File: src/hdl/short_word_set_macros.svh
// ----------------------------------------------------------------------------
// Short word set assertion macros
// Property templates used by the controller to check its own logic.
// ----------------------------------------------------------------------------
`ifndef SHORT_WORD_SET_MACROS_SVH
`define SHORT_WORD_SET_MACROS_SVH

// The consequent must hold in the same cycle as the antecedent.
`define SWS_ASSERT_SAME(lbl, clk, rstn, ante, cons, msg) \
    lbl: assert property (@(posedge clk) disable iff (!rstn) (ante) |-> (cons)) else $error(msg);

// The consequent must hold in the cycle after the antecedent.
`define SWS_ASSERT_NEXT(lbl, clk, rstn, ante, cons, msg) \
    lbl: assert property (@(posedge clk) disable iff (!rstn) (ante) |=> (cons)) else $error(msg);

`endif

File: src/hdl/sws_pkg.sv
// ----------------------------------------------------------------------------
// Short word set package
// Field widths, operation codes, controller states and shared structs.
// ----------------------------------------------------------------------------
package sws_pkg;

    localparam int WORD_W       = 56;
    localparam int LEN_W        = 4;
    localparam int ACT_W        = 2;
    localparam int CNT_OUT_W    = 5;
    localparam int MAX_WORD_LEN = 8;

    typedef enum logic [ACT_W-1:0] {
        ACT_INSERT = 2'd0,
        ACT_REMOVE = 2'd1,
        ACT_LOOKUP = 2'd2,
        ACT_CLEAR  = 2'd3
    } act_t;

    typedef enum logic [2:0] {
        ST_IDLE,
        ST_SCAN,
        ST_MV_RD,
        ST_MV_WR,
        ST_DONE
    } state_t;

    typedef struct packed {
        logic              en;
        logic              we;
        logic [WORD_W-1:0] wdata;
    } mem_cmd_t;

    typedef struct packed {
        logic                 is_empty;
        logic                 is_full;
        logic [CNT_OUT_W-1:0] entry_count;
        logic                 ok;
    } result_t;

    // Bytes after the first zero byte do not belong to the word.
    function automatic logic [WORD_W-1:0] canonical_word(input logic [WORD_W-1:0] w);
        logic [WORD_W-1:0] r;
        logic              keep;
        r    = '0;
        keep = 1'b1;
        for (int b = 0; b < WORD_W / 8; b++) begin
            keep = keep && (w[8*b +: 8] != 8'h00);
            if (keep) begin
                r[8*b +: 8] = w[8*b +: 8];
            end
        end
        return r;
    endfunction

endpackage

File: src/hdl/sws_mem.sv
// ----------------------------------------------------------------------------
// Short word set store
// Single-port synchronous memory with a registered read port.
// ----------------------------------------------------------------------------
module sws_mem
    import sws_pkg::*;
#(
    parameter int DEPTH = 16,
    parameter int AW    = 4
) (
    input  logic              aclk,
    input  mem_cmd_t          cmd,
    input  logic [AW-1:0]     addr,
    output logic [WORD_W-1:0] rdata
);

    logic [WORD_W-1:0] mem [DEPTH];
    logic [WORD_W-1:0] rdata_reg;

    always_ff @(posedge aclk) begin
        if (cmd.en) begin
            if (cmd.we) begin
                mem[addr] <= cmd.wdata;
            end else begin
                rdata_reg <= mem[addr];
            end
        end
    end

    assign rdata = rdata_reg;

endmodule

File: src/hdl/sws_ctrl.sv
// ----------------------------------------------------------------------------
// Short word set controller
// Scans the store for a word, appends on insert, and closes the gap on remove.
// ----------------------------------------------------------------------------
`include "short_word_set_macros.svh"

module sws_ctrl
    import sws_pkg::*;
#(
    parameter int CAPACITY = 16,
    parameter int CW       = 5,
    parameter int AW       = 4
) (
    input  logic              aclk,
    input  logic              aresetn,
    input  logic              s_tvalid,
    output logic              s_tready,
    input  act_t              s_act,
    input  logic [WORD_W-1:0] s_word,
    input  logic [LEN_W-1:0]  s_len,
    output logic              m_tvalid,
    input  logic              m_tready,
    output result_t           m_res,
    output mem_cmd_t          mem_cmd,
    output logic [AW-1:0]     mem_addr,
    input  logic [WORD_W-1:0] mem_rdata
);

    localparam logic [CW-1:0] CAP_C = CW'(CAPACITY);

    state_t            state_reg, state_next;
    act_t              act_reg, act_next;
    logic [WORD_W-1:0] word_reg, word_next;
    logic [CW-1:0]     count_reg, count_next;
    logic [CW-1:0]     idx_reg, idx_next;
    logic [CW-1:0]     pend_idx_reg, pend_idx_next;
    logic              pend_reg, pend_next;
    logic              ok_reg, ok_next;
    logic              m_tvalid_reg, m_tvalid_next;
    result_t           res_reg, res_next;

    logic              hit;
    logic [CW:0]       idx_inc;
    logic [CW+4:0]     count_ext;

    always_ff @(posedge aclk) begin
        if (!aresetn) begin
            state_reg    <= ST_IDLE;
            count_reg    <= '0;
            pend_reg     <= 1'b0;
            m_tvalid_reg <= 1'b0;
        end else begin
            state_reg    <= state_next;
            count_reg    <= count_next;
            pend_reg     <= pend_next;
            m_tvalid_reg <= m_tvalid_next;
        end
    end

    always_ff @(posedge aclk) begin
        act_reg      <= act_next;
        word_reg     <= word_next;
        idx_reg      <= idx_next;
        pend_idx_reg <= pend_idx_next;
        ok_reg       <= ok_next;
        res_reg      <= res_next;
    end

    assign hit       = pend_reg && (mem_rdata == word_reg);
    assign idx_inc   = {1'b0, idx_reg} + {{CW{1'b0}}, 1'b1};
    assign count_ext = {5'b0, count_reg};

    always_comb begin
        state_next    = state_reg;
        act_next      = act_reg;
        word_next     = word_reg;
        count_next    = count_reg;
        idx_next      = idx_reg;
        pend_idx_next = pend_idx_reg;
        pend_next     = 1'b0;
        ok_next       = ok_reg;
        m_tvalid_next = m_tvalid_reg && !m_tready;
        res_next      = res_reg;
        mem_cmd       = '{en: 1'b0, we: 1'b0, wdata: word_reg};
        mem_addr      = idx_reg[AW-1:0];
        s_tready      = 1'b0;

        case (state_reg)
            ST_IDLE: begin
                s_tready = 1'b1;
                if (s_tvalid) begin
                    act_next  = s_act;
                    word_next = canonical_word(s_word);
                    idx_next  = '0;
                    case (s_act)
                        ACT_CLEAR: begin
                            count_next = '0;
                            ok_next    = 1'b1;
                            state_next = ST_DONE;
                        end
                        ACT_INSERT: begin
                            if (count_reg >= CAP_C || s_len >= LEN_W'(MAX_WORD_LEN)) begin
                                ok_next    = 1'b0;
                                state_next = ST_DONE;
                            end else begin
                                state_next = ST_SCAN;
                            end
                        end
                        default: begin
                            state_next = ST_SCAN;
                        end
                    endcase
                end
            end
            ST_SCAN: begin
                if (hit) begin
                    case (act_reg)
                        ACT_REMOVE: begin
                            idx_next   = pend_idx_reg;
                            state_next = ST_MV_RD;
                        end
                        ACT_LOOKUP: begin
                            ok_next    = 1'b1;
                            state_next = ST_DONE;
                        end
                        default: begin
                            ok_next    = 1'b0;
                            state_next = ST_DONE;
                        end
                    endcase
                end else if (idx_reg < count_reg) begin
                    mem_cmd.en    = 1'b1;
                    pend_next     = 1'b1;
                    pend_idx_next = idx_reg;
                    idx_next      = idx_inc[CW-1:0];
                end else if (!pend_reg) begin
                    state_next = ST_DONE;
                    if (act_reg == ACT_INSERT) begin
                        mem_cmd.en = 1'b1;
                        mem_cmd.we = 1'b1;
                        mem_addr   = count_reg[AW-1:0];
                        count_next = count_reg + {{(CW-1){1'b0}}, 1'b1};
                        ok_next    = 1'b1;
                    end else begin
                        ok_next    = 1'b0;
                    end
                end
            end
            ST_MV_RD: begin
                if (idx_inc < {1'b0, count_reg}) begin
                    mem_cmd.en = 1'b1;
                    mem_addr   = idx_inc[AW-1:0];
                    state_next = ST_MV_WR;
                end else begin
                    count_next = count_reg - {{(CW-1){1'b0}}, 1'b1};
                    ok_next    = 1'b1;
                    state_next = ST_DONE;
                end
            end
            ST_MV_WR: begin
                mem_cmd.en    = 1'b1;
                mem_cmd.we    = 1'b1;
                mem_cmd.wdata = mem_rdata;
                idx_next      = idx_inc[CW-1:0];
                state_next    = ST_MV_RD;
            end
            ST_DONE: begin
                if (!m_tvalid_reg || m_tready) begin
                    m_tvalid_next        = 1'b1;
                    res_next.ok          = ok_reg;
                    res_next.entry_count = count_ext[CNT_OUT_W-1:0];
                    res_next.is_full     = (count_reg == CAP_C);
                    res_next.is_empty    = (count_reg == '0);
                    state_next           = ST_IDLE;
                end
            end
            default: begin
                state_next = ST_IDLE;
            end
        endcase
    end

    assign m_tvalid = m_tvalid_reg;
    assign m_res    = res_reg;

    `SWS_ASSERT_SAME(a_count_bound, aclk, aresetn, 1'b1, count_reg <= CAP_C, "count above capacity")
    `SWS_ASSERT_SAME(a_write_place, aclk, aresetn, mem_cmd.en && mem_cmd.we, (state_reg == ST_MV_WR && idx_reg < count_reg) || (state_reg == ST_SCAN && act_reg == ACT_INSERT && count_reg < CAP_C), "store written outside append or move")
    `SWS_ASSERT_NEXT(a_leave_idle, aclk, aresetn, s_tvalid && s_tready, state_reg != ST_IDLE, "accepted transfer left the controller idle")

endmodule

File: src/hdl/short_word_set.sv
// ----------------------------------------------------------------------------
// Short word set
// Bounded set of distinct words of up to seven bytes with insert, remove,
// lookup and clear; each transfer in gives one status transfer out.
// ----------------------------------------------------------------------------
// Channel   Direction  Contents
// s_        in         tuser: action; tdata: word, word_length
// m_        out        tdata: ok, entry_count, is_full, is_empty
//
// Insert and lookup scan the single-port store word by word for a match; a
// rejected insert or a clear goes straight to the result without a scan. Remove
// stops its scan at the match, then reads each later word and writes it back one
// place lower to close the gap, each move passing through ST_MV_RD and ST_MV_WR.
// One transfer is in flight at a time; a pending result does not block the
// next input transfer. Reset clears the count; the store needs no clearing.
// ----------------------------------------------------------------------------
module short_word_set
    import sws_pkg::*;
#(
    parameter int CAPACITY = 16
) (
    input  logic        aclk,
    input  logic        aresetn,
    input  logic        s_tvalid,
    output logic        s_tready,
    input  logic [1:0]  s_tuser,   // action
    input  logic [63:0] s_tdata,   // word[55:0], word_length[59:56], zero fill
    output logic        m_tvalid,
    input  logic        m_tready,
    output logic [7:0]  m_tdata    // ok[0], entry_count[5:1], is_full[6], is_empty[7]
);

    localparam int CW = $clog2(CAPACITY + 1);
    localparam int AW = (CAPACITY > 1) ? $clog2(CAPACITY) : 1;

    mem_cmd_t          mem_cmd;
    logic [AW-1:0]     mem_addr;
    logic [WORD_W-1:0] mem_rdata;
    result_t           res;

    sws_ctrl #(
        .CAPACITY (CAPACITY),
        .CW       (CW),
        .AW       (AW)
    ) u_ctrl (
        .aclk      (aclk),
        .aresetn   (aresetn),
        .s_tvalid  (s_tvalid),
        .s_tready  (s_tready),
        .s_act     (act_t'(s_tuser)),
        .s_word    (s_tdata[WORD_W-1:0]),
        .s_len     (s_tdata[WORD_W +: LEN_W]),
        .m_tvalid  (m_tvalid),
        .m_tready  (m_tready),
        .m_res     (res),
        .mem_cmd   (mem_cmd),
        .mem_addr  (mem_addr),
        .mem_rdata (mem_rdata)
    );

    sws_mem #(
        .DEPTH (CAPACITY),
        .AW    (AW)
    ) u_mem (
        .aclk  (aclk),
        .cmd   (mem_cmd),
        .addr  (mem_addr),
        .rdata (mem_rdata)
    );

    assign m_tdata = {res.is_empty, res.is_full, res.entry_count, res.ok};

endmodule
File: config.mk
export PLATFORM = sky130hd
export DESIGN_NAME = short_word_set
export DESIGN_NICKNAME = d
export VERILOG_FILES = /design/src/hdl/sws_pkg.sv /design/src/hdl/sws_mem.sv /design/src/hdl/sws_ctrl.sv /design/src/hdl/short_word_set.sv
export VERILOG_INCLUDE_DIRS = /design/src /design/src/hdl
export SDC_FILE = /design/constraint.sdc
export NUM_CORES = 1
export LEC_CHECK = 0
export ABC_CLOCK_PERIOD_IN_PS = 13800
export BUFFER_PORTS_ARGS = -buffer_cell sky130_fd_sc_hd__buf_2
export CAP_MARGIN = 0
export CORE_MARGIN = 1.5
export CORE_UTILIZATION = 60
export DETAILED_ROUTE_END_ITERATION = 16
export HOLD_SLACK_MARGIN = 0.06
export PLACE_DENSITY = 0.78
export SLEW_MARGIN = 20
export SYNTH_ARGS = -nofsm -noshare
export SYNTH_HDL_FRONTEND = slang
export SYNTH_SLANG_ARGS = --single-unit
File: constraint.sdc
create_clock -name aclk -period 13.8 [get_ports aclk]
set_input_delay 2.76 -clock aclk [delete_from_list [all_inputs] [get_ports aclk]]
set_output_delay 2.76 -clock aclk [all_outputs]
set_load 0.02 [all_outputs]
Yosys cells after proc, flatten, opt, wreduce, memory -nomap -nowiden

Memory sizes are Yosys's and may differ from the RTL's. A register that Yosys moved wholly into a read port is not among the register bits.
Index checks and enable logic that the tools add are counted.

$add $sub $neg: 3
$lt $le $gt $ge: 4
Eq/ne operators: 24
Multiplexer cells: 55
Bitwise gates (word level): 4
Reductions and logical operators: 34

Operator list:

| operator                                                                 | number |
|---|---|
| 56-bit == test                                                           | 1 |
| 56-bit 2-to-1 mux                                                        | 1 |
| 8-bit nonzero test                                                       | 7 |
| 5-bit 2-to-1 mux                                                         | 11 |
| 5-bit one-hot mux with 3 select lines                                    | 2 |
| 3-bit 2-to-1 mux                                                         | 8 |
| 4-bit 2-to-1 mux                                                         | 5 |
| 1-bit 2-to-1 mux                                                         | 17 |
| 8-bit AND reduction                                                      | 2 |
| 3-bit one-hot mux with 5 select lines                                    | 1 |
| 2-bit inequality test (second input constant)                            | 6 |
| 3-bit inequality test (second input constant)                            | 4 |
| 1-bit logical AND                                                        | 8 |
| 4-bit one-hot mux with 2 select lines                                    | 1 |
| 4-bit AND reduction                                                      | 2 |
| 5-bit by 1-bit adder with 6-bit output (second input constant)           | 1 |
| 3-bit by 2-bit == test with 1-bit output (second input constant)         | 2 |
| 6-bit by 5-bit < comparator with 1-bit output                            | 1 |
| 2-bit 2-to-1 mux                                                         | 3 |
| 3-bit by 2-bit inequality test with 1-bit output (second input constant) | 2 |
| 1-bit one-hot mux with 2 select lines                                    | 3 |
| 1-bit one-hot mux with 3 select lines                                    | 2 |
| 3-bit one-hot mux with 2 select lines                                    | 1 |
| 2-bit AND reduction                                                      | 3 |
| 21 further kinds                                                         | 30 |

Bits in registers: 87
Memory bits (writable): 896
Bits of input ports: 70
Output and inout bits: 10
Logic and storage cells: 144
Memories: 1

Memories:

| memory    | words | bits a word | read ports | clocked after memory_dff | wr ports | RTL line      | RTL |
|---|---|---|---|---|---|---|---|
| u_mem.mem | 16    | 56          | 1          | 1                        | 1        | sws_mem.sv:17 | `logic [WORD_W-1:0] mem [DEPTH];` |

Longest topological paths before layout

Gate-level depths: netlist of the first run.

Depth after elaboration: 9
Mapped depth: 14
Gate-level depth less buffers: 12

By module

Synthesis of the first run repeated with hierarchy kept, for this count alone.

Cell total of the unflattened synthesis: 1924
Area total of the unflattened synthesis: 40637.7 um^2

Modules (own cells, without submodules):

| module   | times used | cells each | area each (um^2) | seq. area each (um^2) |
|---|---|---|---|---|
| sws_mem  | 1          | 1450       | 35220.0          | 28587.4 |
| sws_ctrl | 1          | 474        | 5417.7           | 2512.4 |

Least setup slack after synthesis of the first run

No wires, ideal clock.

Path type: register -> register
Start: reg u_ctrl.idx_reg[0]
End: mem u_mem.mem[11][0] (enable)
Library setup time: 0.470 ns
Arrival time: 5.427 ns
Data required time: 13.330 ns
Slack: 7.903 ns
Stages on the path, launching flop included: 12
Path buffers: 2
Period minus slack after synthesis: 5.897 ns
Cell sequence: edfxtp_1 > ha_1 > xor2_1 > ha_1 > or3_1 > o22a_1 > a211oi_1 > a222oi_1 > clkbuf_1 > buf_2 > or3_1 > nor2_1

Longest elaborated chain between the ends: 7
Elaborated cells between the ends (all ways): 18
Classes of those cells: 1 x add/sub; 2 x order compare; 15 x mux

RTL lines:

| element                                                                        | RTL line       | RTL |
|---|---|---|
| from (decl)                                                                    | sws_ctrl.sv:35 | `logic [CW-1:0] idx_reg, idx_next;` |
| from (signal assigned)                                                         | sws_ctrl.sv:63 | `idx_reg <= idx_next;` |
| branches (longest 7 deep; another with 5-bit by 1-bit adder with 6-bit output) | n/a            |  |
| to (decl)                                                                      | sws_mem.sv:17  |  |

Several ways; the timed one is not identified.

Worst setup path in the final report of the first run

Start: reg u_ctrl.idx_reg[0]
End: mem u_mem.mem[4][39] (enable)

The elaborated chain is that of the path after synthesis.

==> summary.md, run 1 <==
| Metric | Value |
|---|---|
| Crit path largest cell delay | roughly 0.85 ns |
| Worst IR Drop VDD | roughly 130 uV |
| Final Cell Area | between 0.04 and 0.05 mm2 |
| Multi-input gate area | between 0.009 and 0.01 mm2 |
| Row cnt | 95 |
| Total power | 7660 uW |
| Clock transition at path regs | about 0.060 ns |
| CP delay by family, top | simple AND/OR/NAND/NOR gates |
| H-tree Lvls | 3 |
| Mean area per synthesized cell | 21.1 um2 |
| Clock Skews | 0.0273 ns |
| Cells on Worst Hold Path | 0 |
| I/O pin count | 80 |
| Leak | 0.0145 uW |
| Starting density of the core | 60.4% |
| Fraction of layout cells with a size suffix above 1 | 26.7% |
| Setup TNS | 0 ns |
| Register area share after synthesis | about 77% |
| Final #Nets | 2,114 |
| Yosys reg bits | 1,039 |
| CTS Hold Buffers Added | 0 |
| HPWL after DPL | 46,000 um |
| Placer Congestion | 0.798 |
| First-pass GRT wire length | 135,000 um |
| Hold Vio Cnt, Final | 0 |
| Crit path kind | reg2reg |
| Post-Place Worst Slack | between 7 and 8 ns |
| Final Critical Period | 6.36 ns |
| Routed wire per std cell | between 30 and 40 um |
| Initial antenna violation count | 0 |
| Final ANT Viol Nets | 0 |
| Arr. time, crit path | between 6 and 7 ns |
| Pin count of the biggest net entering global routing | around 170 |
| Vias in the first global route | 20,600 |
| Unrepaired setup endpoints after global routing | no |
| Endpoint class of the critical path | register |
| Num CTS Buffers | 99 |
| Register area | around 0.031 mm2 |
| Flop2flop setup slack | 7.44 ns |
| Cell Chain, Critical Path | ha_1 -> xor2_1 -> ha_1 -> or3_1 -> o22a_1 -> a21o_1 -> mux2_2 -> a222oi_1 -> buf_12 -> nand2_1 -> nor2_4 -> buf_4 |
| Worst R2R End | u_mem.mem[4][39]$_DFFE_PP_ |
| CP bufs+invs | 2 |
| Worst Tran Pin Value | 1.14 ns |
| Worst reg-to-reg path cell count | 12 |
| TritonCTS clock tree | yes |
| Crit. path cell count | 12 |
| Cell area after synthesis | 0.0405 mm2 |
| Final design utilization | 67.5% |
| Fraction of registers with async set/reset | 0% |
| Die area | 0.0691 mm2 |
| WHS Endpoint | u_ctrl.m_res[0]$_DFFE_PP_ |
| Worst min path class | reg2reg |
| Syn nets | 2,003 |
| Setup Fix Bufs, Post-CTS | 0 |
| Area growth, synth to finish | 11.7% |
| Top_reg_cell synth | edfxtp_1 |
| Post-synth EDFFs | 1,029 |
| Total congestion overflow | 0 |
| Period utilisation layout | 46.1% |
| Most frequent cells in the layout | edfxtp_1 (1,029), mux4_2 (224), a22oi_1 (112) |
| Slew headroom | between 20% and 30% |
| Vias after detailed routing | 20,200 |
| CTS sink count | between 1,000 and 1,500 |
| Worst path required time | around 14 ns |
| Drt first pass iters | 5 |
| Diodes inserted | 0 |
| Maximum clock rate | 0.157 GHz |
| Vias/cell | approximately 6.8 |
| Fill cell count | between 3,000 and 4,000 |
| Pwr per Cell Area | 169 mW/mm2 |
| Post-synth cell types | between 50 and 60 |
| Worst skew pair latency | 0.66 ns |
| Status | finished clean |
| Yosys warning count | 0 |
| Number of port buffers | 72 |
| Total track usage | approximately 27% |
| Max-cap violations | 0 |
| CP dominant cell by count | ha_1 |
| Clock Tree Root | clkbuf_16 |
| Die Y | roughly 260 um |
| Max reg flops | ~900 |
| DRT iter0 DRCs | around 2,700 |
| CTS-repair resized insts | 0 |
| Residual DRC | 0 |
| Final WS setup | 7.44 ns |
| Slew Viols, Final | 0 |
| HP Start | u_ctrl.ok_reg$_DFFE_PP_ |
| Most common cell after layout, fill and taps aside | edfxtp_1 |
| CP max FO | 172 |
| Crit path max-delay cell type | nor2_4 |
| Cell area after placement | 0.0420 mm2 |
| Final setup fails | 0 |
| Core area | approximately 0.067 mm2 |
| Final wirelength | just over 90,000 um |
| R2r startpoint | u_ctrl.idx_reg[0]$_DFFE_PP_ |
| CP startpoint kind | register |
| Post-synthesis cell count | 1,918 |
| Die width | 263 um |
| Clk buf depth | 3 |
-- per-layer routing --
layer,GRT usage [%],up-vias,share of wire [%]
li1,-,8170,-
met1,36.6,10600,37
met2,45.7,1201,51
met3,4.49,176,9.4
met4,9.17,0,3.0
met5,0,-,0
-- worst max path at each step --
| stage | start | endpoint |
|---|---|---|
| final | u_ctrl.idx_reg[0]$_DFFE_PP_ | u_mem.mem[4][39]$_DFFE_PP_ |
| after global routing | u_ctrl.idx_reg[0]$_DFFE_PP_ | u_mem.rdata[33]$_DFFE_PP_ |
| after CTS | u_ctrl.idx_reg[0]$_DFFE_PP_ | u_mem.mem[4][39]$_DFFE_PP_ |
| after detailed placement | u_ctrl.idx_reg[0]$_DFFE_PP_ | u_mem.mem[1][40]$_DFFE_PP_ |
| after global placement | u_ctrl.idx_reg[0]$_DFFE_PP_ | u_mem.mem[1][35]$_DFFE_PP_ |
| after floorplan | u_ctrl.idx_reg[0]$_DFFE_PP_ | u_mem.mem[11][0]$_DFFE_PP_ |
-- kinds of logic after synthesis --
group,synth area share [%]
flip-flops,76.8
multiplexers,14.1
AND/OR/NAND/NOR,3.05
AO/OA/AOI/OAI,3.01
buffers and inverters,1.24
XOR/XNOR,1.36
adder cells (fa/ha/maj),0.482
-- metrics by stage --
stage,hold WS (ns),std cells
floorplan,0.400,1918
global placement,0.413,2801
detailed placement,0.406,2801
CTS,0.422,2980
global route,0.446,2980
finish,0.424,2980
-- area by class of cell --
type	instances	share of cell area, %
well taps	873	2.41
clock inverters	60	1.48
multi-input cells	771	20.1
flip-flops and latches	1039	68.8
repair buffers	106	1.42
clock buffers	119	5.74
inverters	12	0.0996
-- cells in the mapped netlist, types with 11 or more instances --
master	n	area, um2
nor2b_1	11	68.8
a21oi_1	13	65.1
a22oi_1	112	841
ha_1	14	175
buf_2	54	270
xor2_1	46	403
edfxtp_1	1029	30900
nor2_1	44	165
inv_1	12	45.0
mux4_2	224	5040
nor4_1	22	138
clkbuf_1	34	128
and2_1	53	332
nand2_1	72	270
mux2_2	57	642
xnor2_1	17	149
-- where the power goes --
part,total (uW),switching (uW),internal [uW],leakage [uW]
Clock,2730,1140,1590,0.00160
Combinational,1250,717,532,0.00351
Sequential,3680,48.3,3630,0.00938
No activity file was read; power rests on OpenSTA's default activity.
==> run 2: changes to the inputs <==
ABC_CLOCK_PERIOD_IN_PS = 5400   (was 13800)
CORE_UTILIZATION = 56   (was 60)
PLACE_DENSITY = 0.76   (was 0.78)
clock period = 5.4 ns   (was 13.8 ns; I/O delays follow)
==> run 2 against run 1 <==
Net effect: register-to-register slack lost 7.2 ns; flip-flop and latch count is the same; fmax grew 23%; sequential power grew to 2.6 times the previous value; critical path depth shrank 1; utilization shrank 3.7 points; critical path type unchanged; critical endpoint is now u_mem.mem[1][51]$_DFFE_PP_; largest cell class unchanged.
==> summary.md, run 2 (same netlist as run 1, synthesis figures left out) <==
| Metric | Value |
|---|---|
| H-tree Lvls | 3 (unchanged) |
| Arr. time, crit path | 5.51 ns (-1.13 ns) |
| Pwr per Cell Area | 426 mW/mm2 (+150%) |
| Num CTS Buffers | 102 (+3.0%) |
| Clock Tree Root | clkbuf_16 |
| Unrepaired setup endpoints after global routing | no |
| Vias/cell | 6.49 (-4.1%) |
| Routed wire per std cell | 29.8 um (-3.8%) |
| Slew Viols, Final | 0 (unchanged) |
| I/O pin count | 80 (unchanged) |
| Clock Skews | 0.0225 ns (-0.00482 ns) |
| Final Critical Period | 5.19 ns (-1.18 ns) |
| Number of port buffers | 72 (unchanged) |
| GRT met1 Usage | 35.0% (-1.6 points) |
| Hold Vio Cnt, Final | 0 (unchanged) |
| Met3 Use GR | 4.83% (+0.34 points) |
| Seq pwr share | 48.4% (+0.4 points) |
| Period utilisation layout | 96.1% (+50 points) |
| Crit path kind | reg2reg |
| Max-cap violations | 0 (unchanged) |
| Vias after detailed routing | 20,000 (-0.70%) |
| TritonCTS clock tree | yes |
| Worst min path class | reg2reg |
| Vias in the first global route | 20,400 (-1.0%) |
| HPWL after DPL | 47,200 um (+2.6%) |
| Crit path max-delay cell type | nor2_4 |
| Status | finished clean |
| Leak | 0.0146 uW (+0.73%) |
| Worst path required time | 5.73 ns (-8.34 ns) |
| Register area | 0.0311 mm2 (unchanged) |
| Cell Chain, Critical Path | ha_2 -> xor2_1 -> ha_1 -> or3_1 -> o22a_1 -> a21o_1 -> mux2_2 -> a222oi_1 -> nand2_2 -> nor2_4 -> buf_12 |
| Die area | 0.0740 mm2 (+7.1%) |
| Final wirelength | 92,000 um (-0.34%) |
| Multi-input gate area | 0.00910 mm2 (about the same) |
| Total track usage | 25.2% (-1.9 points) |
| Slew headroom | 25.5% (+1.7 points) |
| Drt first pass iters | 5 (unchanged) |
| Diodes inserted | 0 (unchanged) |
| Placer Congestion | 0.771 (-3.4%) |
| CP startpoint kind | register |
| Setup Fix Bufs, Post-CTS | 0 (unchanged) |
| Final #Nets | 2,136 (+1.0%) |
| DRT iter0 DRCs | 2,476 (-6.8%) |
| Final setup fails | 0 (unchanged) |
| Part of the power in the clock network | 34.9% (-0.7 points) |
| Setup TNS | 0 ns (unchanged) |
| Endpoint class of the critical path | register |
| Total congestion overflow | 0 (unchanged) |
| Row cnt | 98 (+3.2%) |
| Starting density of the core | 56.7% (-3.8 points) |
| CTS-repair resized insts | 0 (unchanged) |
| Worst skew pair latency | 0.67 ns (about the same) |
| Most frequent cells in the layout | edfxtp_1 (1,029), mux4_2 (224), a22oi_1 (112) |
| Cell area after placement | 0.0424 mm2 (+1.0%) |
| Clock transition at path regs | 0.06 ns (about the same) |
| Pin count of the biggest net entering global routing | 109 (-37%) |
| Clk buf depth | 3 (unchanged) |
| Fill cell count | 4,588 (+16%) |
| Internal | 14,500 uW (+150%) |
| CP max FO | 36 (-79%) |
| Crit path largest cell delay | 0.93 ns (+0.08 ns) |
| Combinational share of power | 16.7% (+0.4 points) |
| Core area | 0.0715 mm2 (+6.6%) |
| Worst IR Drop VDD | 330 uV (+160%) |
| Die Y | 272 um (+3.5%) |
| Die width | 272 um (+3.5%) |
| Net switching power | 4910 uW (+160%) |
| Residual DRC | 0 (unchanged) |
| Fraction of layout cells with a size suffix above 1 | 27.1% (+0.39 points) |
| CTS sink count | 1,039 (unchanged) |
| Area growth, synth to finish | 12.6% |
| Worst Tran Pin Value | 1.11 ns (-0.0284 ns) |
| Global route hottest layer | met2 |
| Final Cell Area | 0.0456 mm2 (+0.83%) |
| Most common cell after layout, fill and taps aside | edfxtp_1 |
| Max reg flops | 896 (unchanged) |
| Final ANT Viol Nets | 0 (unchanged) |
| Initial antenna violation count | 1 (+1) |
| Hold WS | 0.432 ns (+0.00868 ns) |
| Maximum clock rate | 0.193 GHz (+23%) |
| Met2 usage | 40.5% (-5.2 points) |
| Sw Share | 25.3% (+0.34 points) |
| First-pass GRT wire length | 134,000 um (-1.0%) |
| CTS Hold Buffers Added | 0 (unchanged) |
-- run 2: changes by cell type in the layout (fill, tap and decap cells not counted), moves of 2 or more --
cell	change
inv_16	+2
clkbuf_16	+3
buf_4	+3
bufinv_16	-7
clkbuf_1	+7
clkinv_2	-3
clkinvlp_4	+3
clkinv_1	+8
buf_12	+16
-- run 2: routing by layer --
layer,wire length (um),up-vias
li1,-,8235
met1,35200,10500
met2,45200,1120
met3,8230,197
met4,3390,2
met5,13,-
-- run 2: power by group through the flow --
stage	Clock, uW	Combinational, uW	Sequential [uW]
global route	7160	3480	9410
global placement	0	3150	9550
finish	6790	3250	9400
floorplan	0	2360	9530
CTS	6870	3260	9390
detailed placement	0	3230	9560
-- run 2: area by class of cell --
type | count | share of cell area, %
tap | 950 | 2.61
timing repair buffer | 125 | 2.16
clock buffer | 129 | 5.91
sequential | 1039 | 68.2
inverter | 12 | 0.0988
multi-input combinational | 771 | 19.9
clock inverter | 60 | 1.09
-- run 2: final timing paths --
path	from	to	slack, ns	cells after the start
hold reg to reg	u_ctrl.ok_reg$_DFFE_PP_	u_ctrl.m_res[0]$_DFFE_PP_	0.43	0
hold / removal	u_ctrl.ok_reg$_DFFE_PP_	u_ctrl.m_res[0]$_DFFE_PP_	0.43	0
setup reg to reg	u_ctrl.idx_reg[0]$_DFFE_PP_	u_mem.mem[1][51]$_DFFE_PP_	0.21	11
setup / recovery	u_ctrl.idx_reg[0]$_DFFE_PP_	u_mem.mem[1][51]$_DFFE_PP_	0.21	11
-- run 2: metrics by stage --
stage	cells	setup slack [ns]	util, %	power [uW]
6_report	3086	0.213	63.8	19400
5_1_grt	3086	0.0267	63.8	20000
4_1_cts	3086	0.134	63.8	19500
3_5_place_dp	2897	0.176	59.3	12800
3_3_place_gp	2897	0.273	59.3	12700
2_1_floorplan	1918	-0.497	-	11900
-- run 2: worst max-delay path, delay by kind of cell, from the launching register on --
family                   cells  cell delay, ns
buffers and inverters        1            0.41
flip-flops                   1            0.58
XOR/XNOR                     1            0.18
AND/OR/NAND/NOR              3            1.62
multiplexers                 1            0.29
adder cells (fa/ha/maj)      2            0.53
AO/OA/AOI/OAI                3            1.21
